**config.mk**
```make
export PLATFORM = sky130hd
export DESIGN_NAME = tile_map_scroll_renderer
export DESIGN_NICKNAME = d
export VERILOG_FILES = /design/src/sv/tms_pkg.sv /design/src/sv/tms_front.sv /design/src/sv/tms_queue.sv /design/src/sv/tms_back.sv /design/src/sv/tile_map_scroll_renderer.sv
export SDC_FILE = /design/constraint.sdc
export NUM_CORES = 2
export LEC_CHECK = 0
export ABC_AREA = 1
export BUFFER_PORTS_ARGS = -buffer_cell sky130_fd_sc_hd__clkbuf_2
export CORE_MARGIN = 2
export CORE_UTILIZATION = 38
export DETAILED_ROUTE_END_ITERATION = 6
export SETUP_SLACK_MARGIN = 0.5
export SLEW_MARGIN = 25
export SYNTH_ARGS = -nofsm -noshare
export SYNTH_HDL_FRONTEND = slang
export SYNTH_SLANG_ARGS = --single-unit
```
**constraint.sdc**
```tcl
create_clock -name i_clk -period 5.1 [get_ports i_clk]
set_input_delay 0.51 -clock i_clk [delete_from_list [all_inputs] [get_ports i_clk]]
set_output_delay 0.51 -clock i_clk [all_outputs]
set_load 0.02 [all_outputs]
```
**src/sv/tms_pkg.sv**
```systemverilog
// Shared types and constants of the tile map scroll renderer.
`default_nettype none

package tms_pkg;

    // Map and tile geometry (power-of-two sizes)
    localparam int MAP_ROWS       = 8;
    localparam int MAP_COLS       = 16;
    localparam int TILE_COUNT     = 32;
    localparam int SCREEN_COLUMNS = 128;
    localparam int TILE_PIX       = 8;

    localparam int MAP_DEPTH = MAP_ROWS * MAP_COLS;
    localparam int PAT_DEPTH = TILE_COUNT * TILE_PIX;
    localparam int MAP_WIDTH = MAP_COLS * TILE_PIX;

    localparam int ROW_W  = $clog2(MAP_ROWS);
    localparam int TCOL_W = $clog2(MAP_COLS);
    localparam int SUB_W  = $clog2(TILE_PIX);
    localparam int GX_W   = $clog2(MAP_WIDTH);
    localparam int TILE_W = $clog2(TILE_COUNT);
    localparam int MAP_AW = ROW_W + TCOL_W;
    localparam int PAT_AW = TILE_W + SUB_W;

    // Port field widths
    localparam int OP_W    = 2;
    localparam int MADDR_W = 7;
    localparam int PADDR_W = 8;
    localparam int DATA_W  = 8;
    localparam int PAGE_W  = 3;
    localparam int COL_W   = 7;
    localparam int MAP_W   = 5;
    localparam int CFG_IDX_W = 1;

    // Operation codes
    localparam logic [OP_W-1:0] OP_MAP_WR = 2'd0;
    localparam logic [OP_W-1:0] OP_PAT_WR = 2'd1;
    localparam logic [OP_W-1:0] OP_FETCH  = 2'd2;

    // Register indexes
    localparam logic [CFG_IDX_W-1:0] REG_SCROLL_X = 1'd0;
    localparam logic [CFG_IDX_W-1:0] REG_SCROLL_Y = 1'd1;

    localparam int QUEUE_DEPTH = 2;
    localparam int QPTR_W      = $clog2(QUEUE_DEPTH);
    localparam int QCNT_W      = $clog2(QUEUE_DEPTH + 1);

    typedef enum logic [1:0] {
        K_MAP_WR = 2'd0,
        K_PAT_WR = 2'd1,
        K_FETCH  = 2'd2
    } t_kind;

    // One decoded command as it travels from front to back
    typedef struct packed {
        t_kind               kind;
        logic [MAP_AW-1:0]   map_addr;
        logic [PAT_AW-1:0]   pat_addr;
        logic [DATA_W-1:0]   wval;
        logic [ROW_W-1:0]    row;
        logic [ROW_W-1:0]    below;
        logic [TCOL_W-1:0]   tcol;
        logic [SUB_W-1:0]    sub;
        logic [SUB_W-1:0]    voff;
    } t_cmd;

endpackage

`default_nettype wire

```
**src/sv/tms_front.sv**
```systemverilog
// Command front end: scroll registers, command decode and fetch address math.
`default_nettype none

module tms_front (
    input  wire logic                          i_clk,
    input  wire logic                          i_rst_n,
    input  wire logic                          i_accept,
    input  wire logic [tms_pkg::OP_W-1:0]      i_operation,
    input  wire logic [tms_pkg::MADDR_W-1:0]   i_map_address,
    input  wire logic [tms_pkg::PADDR_W-1:0]   i_pattern_address,
    input  wire logic [tms_pkg::DATA_W-1:0]    i_write_value,
    input  wire logic [tms_pkg::PAGE_W-1:0]    i_page,
    input  wire logic [tms_pkg::COL_W-1:0]     i_column,
    input  wire logic                          i_cfg_wr,
    input  wire logic [tms_pkg::CFG_IDX_W-1:0] i_cfg_index,
    input  wire logic [tms_pkg::DATA_W-1:0]    i_cfg_data,
    output logic                               o_push,
    output tms_pkg::t_cmd                      o_cmd
);
    import tms_pkg::*;

    logic [DATA_W-1:0] r_scroll_x;
    logic [DATA_W-1:0] r_scroll_y;

    logic [COL_W-1:0]  scr_col;
    logic [DATA_W:0]   gx_sum;
    logic [GX_W-1:0]   gx;
    logic [DATA_W:0]   row_sum;
    logic [ROW_W-1:0]  row;
    logic [ROW_W-1:0]  below;
    logic              map_ok;
    logic              pat_ok;

    // Scroll registers
    always_ff @(posedge i_clk) begin
        if (!i_rst_n) begin
            r_scroll_x <= '0;
            r_scroll_y <= '0;
        end else if (i_cfg_wr) begin
            unique case (i_cfg_index)
                REG_SCROLL_X: r_scroll_x <= i_cfg_data;
                REG_SCROLL_Y: r_scroll_y <= i_cfg_data;
                default: ;
            endcase
        end
    end

    // Global column and map rows of a fetch (all moduli are powers of two)
    always_comb begin
        scr_col = COL_W'(i_column % SCREEN_COLUMNS);
        gx_sum  = (DATA_W+1)'(r_scroll_x) + (DATA_W+1)'(scr_col);
        gx      = GX_W'(gx_sum % MAP_WIDTH);
        row_sum = (DATA_W+1)'(r_scroll_y >> SUB_W) + (DATA_W+1)'(i_page);
        row     = ROW_W'(row_sum % MAP_ROWS);
        below   = ROW_W'(((ROW_W+1)'(row) + (ROW_W+1)'(1)) % MAP_ROWS);
        map_ok  = 32'(i_map_address) < MAP_DEPTH;
        pat_ok  = 32'(i_pattern_address) < PAT_DEPTH;
    end

    // Classify the command; drop unknown operations and out-of-range writes
    always_comb begin
        o_cmd          = '0;
        o_cmd.map_addr = MAP_AW'(i_map_address);
        o_cmd.pat_addr = PAT_AW'(i_pattern_address);
        o_cmd.wval     = i_write_value;
        o_cmd.row      = row;
        o_cmd.below    = below;
        o_cmd.tcol     = TCOL_W'(gx >> SUB_W);
        o_cmd.sub      = SUB_W'(gx % TILE_PIX);
        o_cmd.voff     = SUB_W'(r_scroll_y % TILE_PIX);
        o_push         = 1'b0;
        unique case (i_operation)
            OP_MAP_WR: begin
                o_cmd.kind = K_MAP_WR;
                o_push     = i_accept && map_ok;
            end
            OP_PAT_WR: begin
                o_cmd.kind = K_PAT_WR;
                o_push     = i_accept && pat_ok;
            end
            OP_FETCH: begin
                o_cmd.kind = K_FETCH;
                o_push     = i_accept;
            end
            default: begin
                o_cmd.kind = K_FETCH;
                o_push     = 1'b0;
            end
        endcase
    end

endmodule

`default_nettype wire

```
**src/sv/tms_queue.sv**
```systemverilog
// Short command queue between the front end and the render back end.
`default_nettype none

module tms_queue (
    input  wire logic          i_clk,
    input  wire logic          i_rst_n,
    input  wire logic          i_push,
    input  tms_pkg::t_cmd      i_cmd,
    input  wire logic          i_pop,
    output logic               o_full,
    output logic               o_valid,
    output tms_pkg::t_cmd      o_head
);
    import tms_pkg::*;

    t_cmd              r_slot [QUEUE_DEPTH];
    logic [QPTR_W-1:0] r_wr_ptr;
    logic [QPTR_W-1:0] r_rd_ptr;
    logic [QCNT_W-1:0] r_count;
    logic [QCNT_W-1:0] n_count;

    assign o_full  = r_count == QCNT_W'(QUEUE_DEPTH);
    assign o_valid = r_count != '0;
    assign o_head  = r_slot[r_rd_ptr];

    always_comb begin
        priority if (i_push && !i_pop) begin
            n_count = r_count + QCNT_W'(1);
        end else if (i_pop && !i_push) begin
            n_count = r_count - QCNT_W'(1);
        end else begin
            n_count = r_count;
        end
    end

    // Advance pointers and count
    always_ff @(posedge i_clk) begin
        if (!i_rst_n) begin
            r_wr_ptr <= '0;
            r_rd_ptr <= '0;
            r_count  <= '0;
        end else begin
            if (i_push) begin
                r_wr_ptr <= QPTR_W'((32'(r_wr_ptr) + 1) % QUEUE_DEPTH);
            end
            if (i_pop) begin
                r_rd_ptr <= QPTR_W'((32'(r_rd_ptr) + 1) % QUEUE_DEPTH);
            end
            r_count <= n_count;
        end
    end

    // Hold queued commands
    always_ff @(posedge i_clk) begin
        if (i_push) begin
            r_slot[r_wr_ptr] <= i_cmd;
        end
    end

    a_count_bound: assert property (@(posedge i_clk) disable iff (!i_rst_n)
        32'(r_count) <= QUEUE_DEPTH) else $error("queue count beyond depth");
    a_no_overflow: assert property (@(posedge i_clk) disable iff (!i_rst_n)
        i_push |-> (!o_full || i_pop)) else $error("push into full queue");
    a_no_underflow: assert property (@(posedge i_clk) disable iff (!i_rst_n)
        i_pop |-> o_valid) else $error("pop from empty queue");

endmodule

`default_nettype wire

```
**src/sv/tms_back.sv**
```systemverilog
// Render back end: map and pattern memories, byte merge and result register.
`default_nettype none

module tms_back (
    input  wire logic                        i_clk,
    input  wire logic                        i_rst_n,
    input  wire logic                        i_valid,
    input  tms_pkg::t_cmd                    i_cmd,
    output logic                             o_strobe,
    output logic [tms_pkg::DATA_W-1:0]       o_display_byte
);
    import tms_pkg::*;

    logic [MAP_W-1:0]  r_map_mem [MAP_DEPTH];
    logic [DATA_W-1:0] r_pat_mem [PAT_DEPTH];

    // Stage B: tiles read, pattern access pending
    logic              r_b_valid;
    t_kind             r_b_kind;
    logic [PAT_AW-1:0] r_b_pat_addr;
    logic [DATA_W-1:0] r_b_wval;
    logic [SUB_W-1:0]  r_b_sub;
    logic [SUB_W-1:0]  r_b_voff;
    logic [MAP_W-1:0]  r_b_up_tile;
    logic [MAP_W-1:0]  r_b_lo_tile;

    // Stage C: pattern bytes read, merge pending
    logic              r_c_valid;
    logic [SUB_W-1:0]  r_c_voff;
    logic [DATA_W-1:0] r_c_up_byte;
    logic [DATA_W-1:0] r_c_lo_byte;

    logic              r_strobe;
    logic [DATA_W-1:0] r_byte;

    logic [MAP_AW-1:0]   up_map_addr;
    logic [MAP_AW-1:0]   lo_map_addr;
    logic [TILE_W-1:0]   up_tile;
    logic [TILE_W-1:0]   lo_tile;
    logic [PAT_AW-1:0]   up_pat_addr;
    logic [PAT_AW-1:0]   lo_pat_addr;
    logic [2*DATA_W-1:0] merged;

    // Map entry address: row * MAP_COLS + tile column
    assign up_map_addr = {i_cmd.row, i_cmd.tcol};
    assign lo_map_addr = {i_cmd.below, i_cmd.tcol};

    // Stage A: map memory, one write port and two read ports
    always_ff @(posedge i_clk) begin
        if (i_valid && i_cmd.kind == K_MAP_WR) begin
            r_map_mem[i_cmd.map_addr] <= MAP_W'(i_cmd.wval);
        end
        r_b_up_tile  <= r_map_mem[up_map_addr];
        r_b_lo_tile  <= r_map_mem[lo_map_addr];
        r_b_kind     <= i_cmd.kind;
        r_b_pat_addr <= i_cmd.pat_addr;
        r_b_wval     <= i_cmd.wval;
        r_b_sub      <= i_cmd.sub;
        r_b_voff     <= i_cmd.voff;
    end

    // Pattern address: wrapped tile * 8 + byte
    always_comb begin
        up_tile     = TILE_W'(r_b_up_tile % TILE_COUNT);
        lo_tile     = TILE_W'(r_b_lo_tile % TILE_COUNT);
        up_pat_addr = {up_tile, r_b_sub};
        lo_pat_addr = {lo_tile, r_b_sub};
    end

    // Stage B: pattern memory, one write port and two read ports
    always_ff @(posedge i_clk) begin
        if (r_b_valid && r_b_kind == K_PAT_WR) begin
            r_pat_mem[r_b_pat_addr] <= r_b_wval;
        end
        r_c_up_byte <= r_pat_mem[up_pat_addr];
        r_c_lo_byte <= r_pat_mem[lo_pat_addr];
        r_c_voff    <= r_b_voff;
    end

    // Stage C: shift the two tile bytes together; offset zero gives the upper byte
    assign merged = {r_c_lo_byte, r_c_up_byte} >> r_c_voff;

    always_ff @(posedge i_clk) begin
        r_byte <= merged[DATA_W-1:0];
    end

    // Advance the stage valids
    always_ff @(posedge i_clk) begin
        if (!i_rst_n) begin
            r_b_valid <= 1'b0;
            r_c_valid <= 1'b0;
            r_strobe  <= 1'b0;
        end else begin
            r_b_valid <= i_valid;
            r_c_valid <= r_b_valid && r_b_kind == K_FETCH;
            r_strobe  <= r_c_valid;
        end
    end

    assign o_strobe       = r_strobe;
    assign o_display_byte = r_byte;

    a_stage_b_from_queue: assert property (@(posedge i_clk) disable iff (!i_rst_n)
        r_b_valid |-> $past(i_valid)) else $error("tile stage valid without a command");
    a_strobe_from_fetch: assert property (@(posedge i_clk) disable iff (!i_rst_n)
        r_c_valid |-> $past(r_b_valid) && $past(r_b_kind) == K_FETCH)
        else $error("merge stage valid without a fetch");
    a_strobe_single: assert property (@(posedge i_clk) disable iff (!i_rst_n)
        r_strobe |-> $past(r_c_valid)) else $error("strobe without merge stage");

endmodule

`default_nettype wire

```
**src/sv/tile_map_scroll_renderer.sv**
```systemverilog
// Top level of the tile map scroll renderer: front end, command queue, back end.
// A fetch accepted at one edge is written into the queue by that edge, then passes the map read,
// pattern read and merge registers in that order before its byte is strobed.
// Throughput: one command per cycle; the back end pops each queued command at once, so the
// queue never holds more than one, busy stays low, and the receiver cannot stall results.
// Reset clears the scroll registers, queue and stage valids; the memories need no clearing pass.
`default_nettype none

module tile_map_scroll_renderer (
    input  wire logic                          i_clk,
    input  wire logic                          i_rst_n,
    input  wire logic                          start,
    output logic                               busy,
    input  wire logic [tms_pkg::OP_W-1:0]      i_operation,
    input  wire logic [tms_pkg::MADDR_W-1:0]   i_map_address,
    input  wire logic [tms_pkg::PADDR_W-1:0]   i_pattern_address,
    input  wire logic [tms_pkg::DATA_W-1:0]    i_write_value,
    input  wire logic [tms_pkg::PAGE_W-1:0]    i_page,
    input  wire logic [tms_pkg::COL_W-1:0]     i_column,
    output logic                               o_strobe,
    output logic [tms_pkg::DATA_W-1:0]         o_display_byte,
    input  wire logic                          i_cfg_valid,
    output logic                               o_cfg_ready,
    input  wire logic [tms_pkg::CFG_IDX_W-1:0] i_cfg_index,
    input  wire logic [tms_pkg::DATA_W-1:0]    i_cfg_data
);
    import tms_pkg::*;

    logic accept;
    logic push;
    logic full;
    logic head_valid;
    t_cmd cmd;
    t_cmd head;

    assign busy        = full;
    assign accept      = start && !full;
    assign o_cfg_ready = 1'b1;

    tms_front u_front (
        .i_clk            (i_clk),
        .i_rst_n          (i_rst_n),
        .i_accept         (accept),
        .i_operation      (i_operation),
        .i_map_address    (i_map_address),
        .i_pattern_address(i_pattern_address),
        .i_write_value    (i_write_value),
        .i_page           (i_page),
        .i_column         (i_column),
        .i_cfg_wr         (i_cfg_valid && o_cfg_ready),
        .i_cfg_index      (i_cfg_index),
        .i_cfg_data       (i_cfg_data),
        .o_push           (push),
        .o_cmd            (cmd)
    );

    // Drain one queued command per cycle into the back end
    tms_queue u_queue (
        .i_clk  (i_clk),
        .i_rst_n(i_rst_n),
        .i_push (push),
        .i_cmd  (cmd),
        .i_pop  (head_valid),
        .o_full (full),
        .o_valid(head_valid),
        .o_head (head)
    );

    tms_back u_back (
        .i_clk         (i_clk),
        .i_rst_n       (i_rst_n),
        .i_valid       (head_valid),
        .i_cmd         (head),
        .o_strobe      (o_strobe),
        .o_display_byte(o_display_byte)
    );

endmodule

`default_nettype wire

```
==> results_dict.tcl <==
set metrics [dict create \
    routabilityCongestion 0.915 \
    place_hpwl_um 197000 \
    postLayoutCellArea_um2 138000 \
    yosysSeqAreaShare_pct 68.4 \
    die-area_um2 331000 \
    grt_pass1_wl_um 510000 \
    die_w_um 575 \
    power.density_nw_per_um2 582 \
    grt_pass1_vias 78721 \
    nFillCells 30399 \
    postRouteAntennaNets 0 \
    ios 59 \
    drtIter0Drc 9882 \
    critPathMaxFanout 121 \
    crit_arrival_ns 4.25 \
    initial_utilization_pct 38.2 \
    drc_errors 2 \
    dr.pass1.iters 7 \
    grt_overflow 0 \
    status "finished, violations left" \
    portBuffers 56 \
    ys_types 35 \
    clk_latency_ns 0.87 \
    dr_total_vias 84584 \
    grt_max_degree 173 \
    max_cap_viol_count 0 \
    crit_type "register to register" \
    synth_warnings 0 \
    synthCells 12153 \
    worst_ir_drop_vdd_uv 542 \
    period_needed_ns 3.50 \
    end_kind "register" \
    syn_nets 12212 \
    area_growth_pct 11.5 \
    grt_antenna_before_repair 11 \
    crit_required_ns 5.84 \
    wire_per_inst_um 20.8 \
    seq_area_um2 84900 \
    synth_edf_count 2770 \
    async_flop_share_pct 0 \
    final_nets 12073 \
    power_w 0.0804 \
    clk_pin_slew_worst_paths_ns 0.06 \
    setup_viol 0 \
    skew_ns 0.0542 \
    rsz0062_at_grt "false" \
    placed_area_um2 129000 \
    finalSetupTns_ns 0 \
    synthFlopType "edfxtp_1" \
    cts_tree "yes" \
    postCtsSetupBuffers 0 \
    cts_buffer_depth 4 \
    fin_crit_sh_pct 68.7 \
    synth_area_um2 124000 \
    cts_made_buffers 296 \
    drv_slew 0 \
    final_layout_size_suffix_gt1_share_pct 5.58 \
    via_per_inst 5.11 \
    avgSynthCellArea_um2 10.2 \
    cts_htree_levels 5 \
    grt.total_usage_pct 20.3 \
    max_clock_freq_ghz 0.285 \
    numClockSinks 2851 \
    multi_input_area_um2 30900 \
    routed_wl_um 345000 \
    synth-seq-cells 2851 \
    dp_cells 16006 \
    final-instance-count-excl-fill 16561 \
    p_leak_nw 54.4 \
    hp-class "input pin to register" \
    cts-root-buf "clkbuf_16" \
    row_count 209 \
    failed_checks "DRC" \
    cp-start-kind "register" \
    hold_violations 0 \
    slew_headroom_pct 25.8 \
    die_h_um 575 \
    core_area_um2 324000 \
    worstMarginPinSlew_ns 1.11 \
]
-- synth_stat cells (2+ instances only) --
| master | n | area (µm²) |
|---|---|---|
| o21ai_0 | 269 | 1350 |
| nand4_1 | 14 | 87.6 |
| clkbuf_1 | 237 | 890 |
| nand2_1 | 3633 | 13600 |
| clkinv_1 | 3 | 11.3 |
| mux2i_1 | 6 | 60.1 |
| xnor2_1 | 4 | 35.0 |
| dfxtp_1 | 81 | 1620 |
| inv_2 | 6 | 22.5 |
| buf_2 | 348 | 1740 |
| o211ai_1 | 42 | 315 |
| buf_1 | 70 | 263 |
| buf_6 | 9 | 101 |
| buf_4 | 30 | 225 |
| fa_1 | 2 | 40.0 |
| nor2_1 | 1008 | 3780 |
| edfxtp_1 | 2770 | 83200 |
| or2_2 | 8 | 50.1 |
| a21oi_1 | 16 | 80.1 |
| xor2_1 | 5 | 43.8 |
| nand3_1 | 2207 | 11000 |
| nor4_1 | 3 | 18.8 |
| inv_1 | 1361 | 5110 |
| ha_1 | 9 | 113 |
| nor3_1 | 2 | 10.0 |
-- layout by cell type, fill, tap and decap left out, types with 11 or more instances in the layout --
cell type and count:
dfxtp_1 64, dfxtp_4 15, edfxtp_1 2770, buf_12 54, o21ai_0 266, a21oi_1 16, clkbuf_16 303, nand3_1 2198
nand2_1 3626, buf_4 112, clkinvlp_4 11, o211ai_1 42, nor2_1 1006, clkinv_2 38, clkbuf_1 59, inv_1 1356
bufinv_16 22, nand4_1 14, clkbuf_2 56, clkinv_1 63, dlygate4sd3_1 35
-- flip-flops by register name, indices dropped and copies added (netlist names), 3 cells and up, named ones only --
name and flops:
u_back.r_pat_mem 2048, u_back.r_map_mem 640, u_queue.r_slot 82, u_back.o_display_byte 8, u_back.r_b_pat_addr 8, u_back.r_b_wval 8
u_back.r_c_up_byte 8, u_back.r_c_lo_byte 7, u_front.r_scroll_x 7, u_front.r_scroll_y 6, u_back.r_b_lo_tile 5, u_back.r_b_up_tile 5
u_back.r_b_sub 3, u_back.r_b_voff 3, u_back.r_c_voff 3
-- per-layer routing --
| layer | wire length [µm] | global-route usage (%) | share of wire (%) |
|---|---|---|---|
| met5 | 89 | 0 | 0.026 |
| met4 | 11800 | 7.15 | 3.4 |
| met3 | 29500 | 3.21 | 8.6 |
| met1 | 145000 | 28.5 | 42 |
| met2 | 158000 | 32.1 | 46 |
-- metrics by stage --
step                utilization [%]  hold WS, ns  setup slack [ns]
floorplan                         -        0.310             0.866
global placement               39.6        0.389              1.77
detailed placement             39.6        0.386              1.74
CTS                            42.6       0.0196              1.70
global route                   42.6       0.0988              1.48
finish                         42.6       0.0785              1.60
-- path summary, 6_finish.rpt --
check | from | endpoint | slack, ns | cells after the start
hold reg to reg | u_back.r_b_voff[2]$_DFF_P_ | u_back.r_c_voff[2]$_DFF_P_ | 0.41 | 0
hold / removal | start | u_queue.r_wr_ptr$_SDFFE_PN0N_ | 0.08 | 5
setup / recovery | u_back.r_b_sub[0]$_DFF_P_ | u_back.r_c_up_byte[3]$_DFF_P_ | 1.60 | 13
setup reg to reg | u_back.r_b_sub[0]$_DFF_P_ | u_back.r_c_up_byte[3]$_DFF_P_ | 1.60 | 13
-- critical path, cell delays in order, from the launching register on --
cell and delay, ns:
dfxtp_4 0.53, inv_8 0.71, buf_4 0.44, nand2_1 0.09, nand3_1 0.08, nand3_1 0.18, nand3_1 0.15, nand3_1 0.08
nand2_1 0.20, nand2_1 0.08, nand3_1 0.28, nand2_1 0.18, nand2_1 0.09, nand2_1 0.09
-- power by group --
group          switching [W]  internal (W)
logic                 0.0221       0.00706
registers            0.00125        0.0290
clock network        0.00899        0.0121
-- cell families (layout without fill, tap and decap cells) --
logic type | count (synthesis) | count (layout) | share of synthesized area [%]
AO/OA/AOI/OAI | 332 | 332 | 1.44
XOR/XNOR | 9 | 9 | 0.0636
adder cells (fa/ha/maj) | 11 | 11 | 0.123
buffers and inverters | 2064 | 2143 | 6.75
flip-flops | 2851 | 2851 | 68.4
multiplexers | 6 | 6 | 0.0485
other | 1 | 5 | 0.00303
AND/OR/NAND/NOR | 6879 | 6879 | 23.1
-- timing repair --
item,in CTS,in global routing
hold endpoints to repair,65,0
hold buffers,35,0
gates resized for setup,0,0
-- layout make-up --
class,instances,share of cell area [%]
Inverter,1370,3.74
Sequential cell,2851,61.4
Timing Repair Buffer,257,1.85
Antenna cell,4,0.00724
Multi-Input combinational cell,7238,22.4
Clock inverter,151,1.02
Clock buffer,365,5.68
Tap cell,4325,3.92
Note: power is estimated with default switching activity, not from simulation.
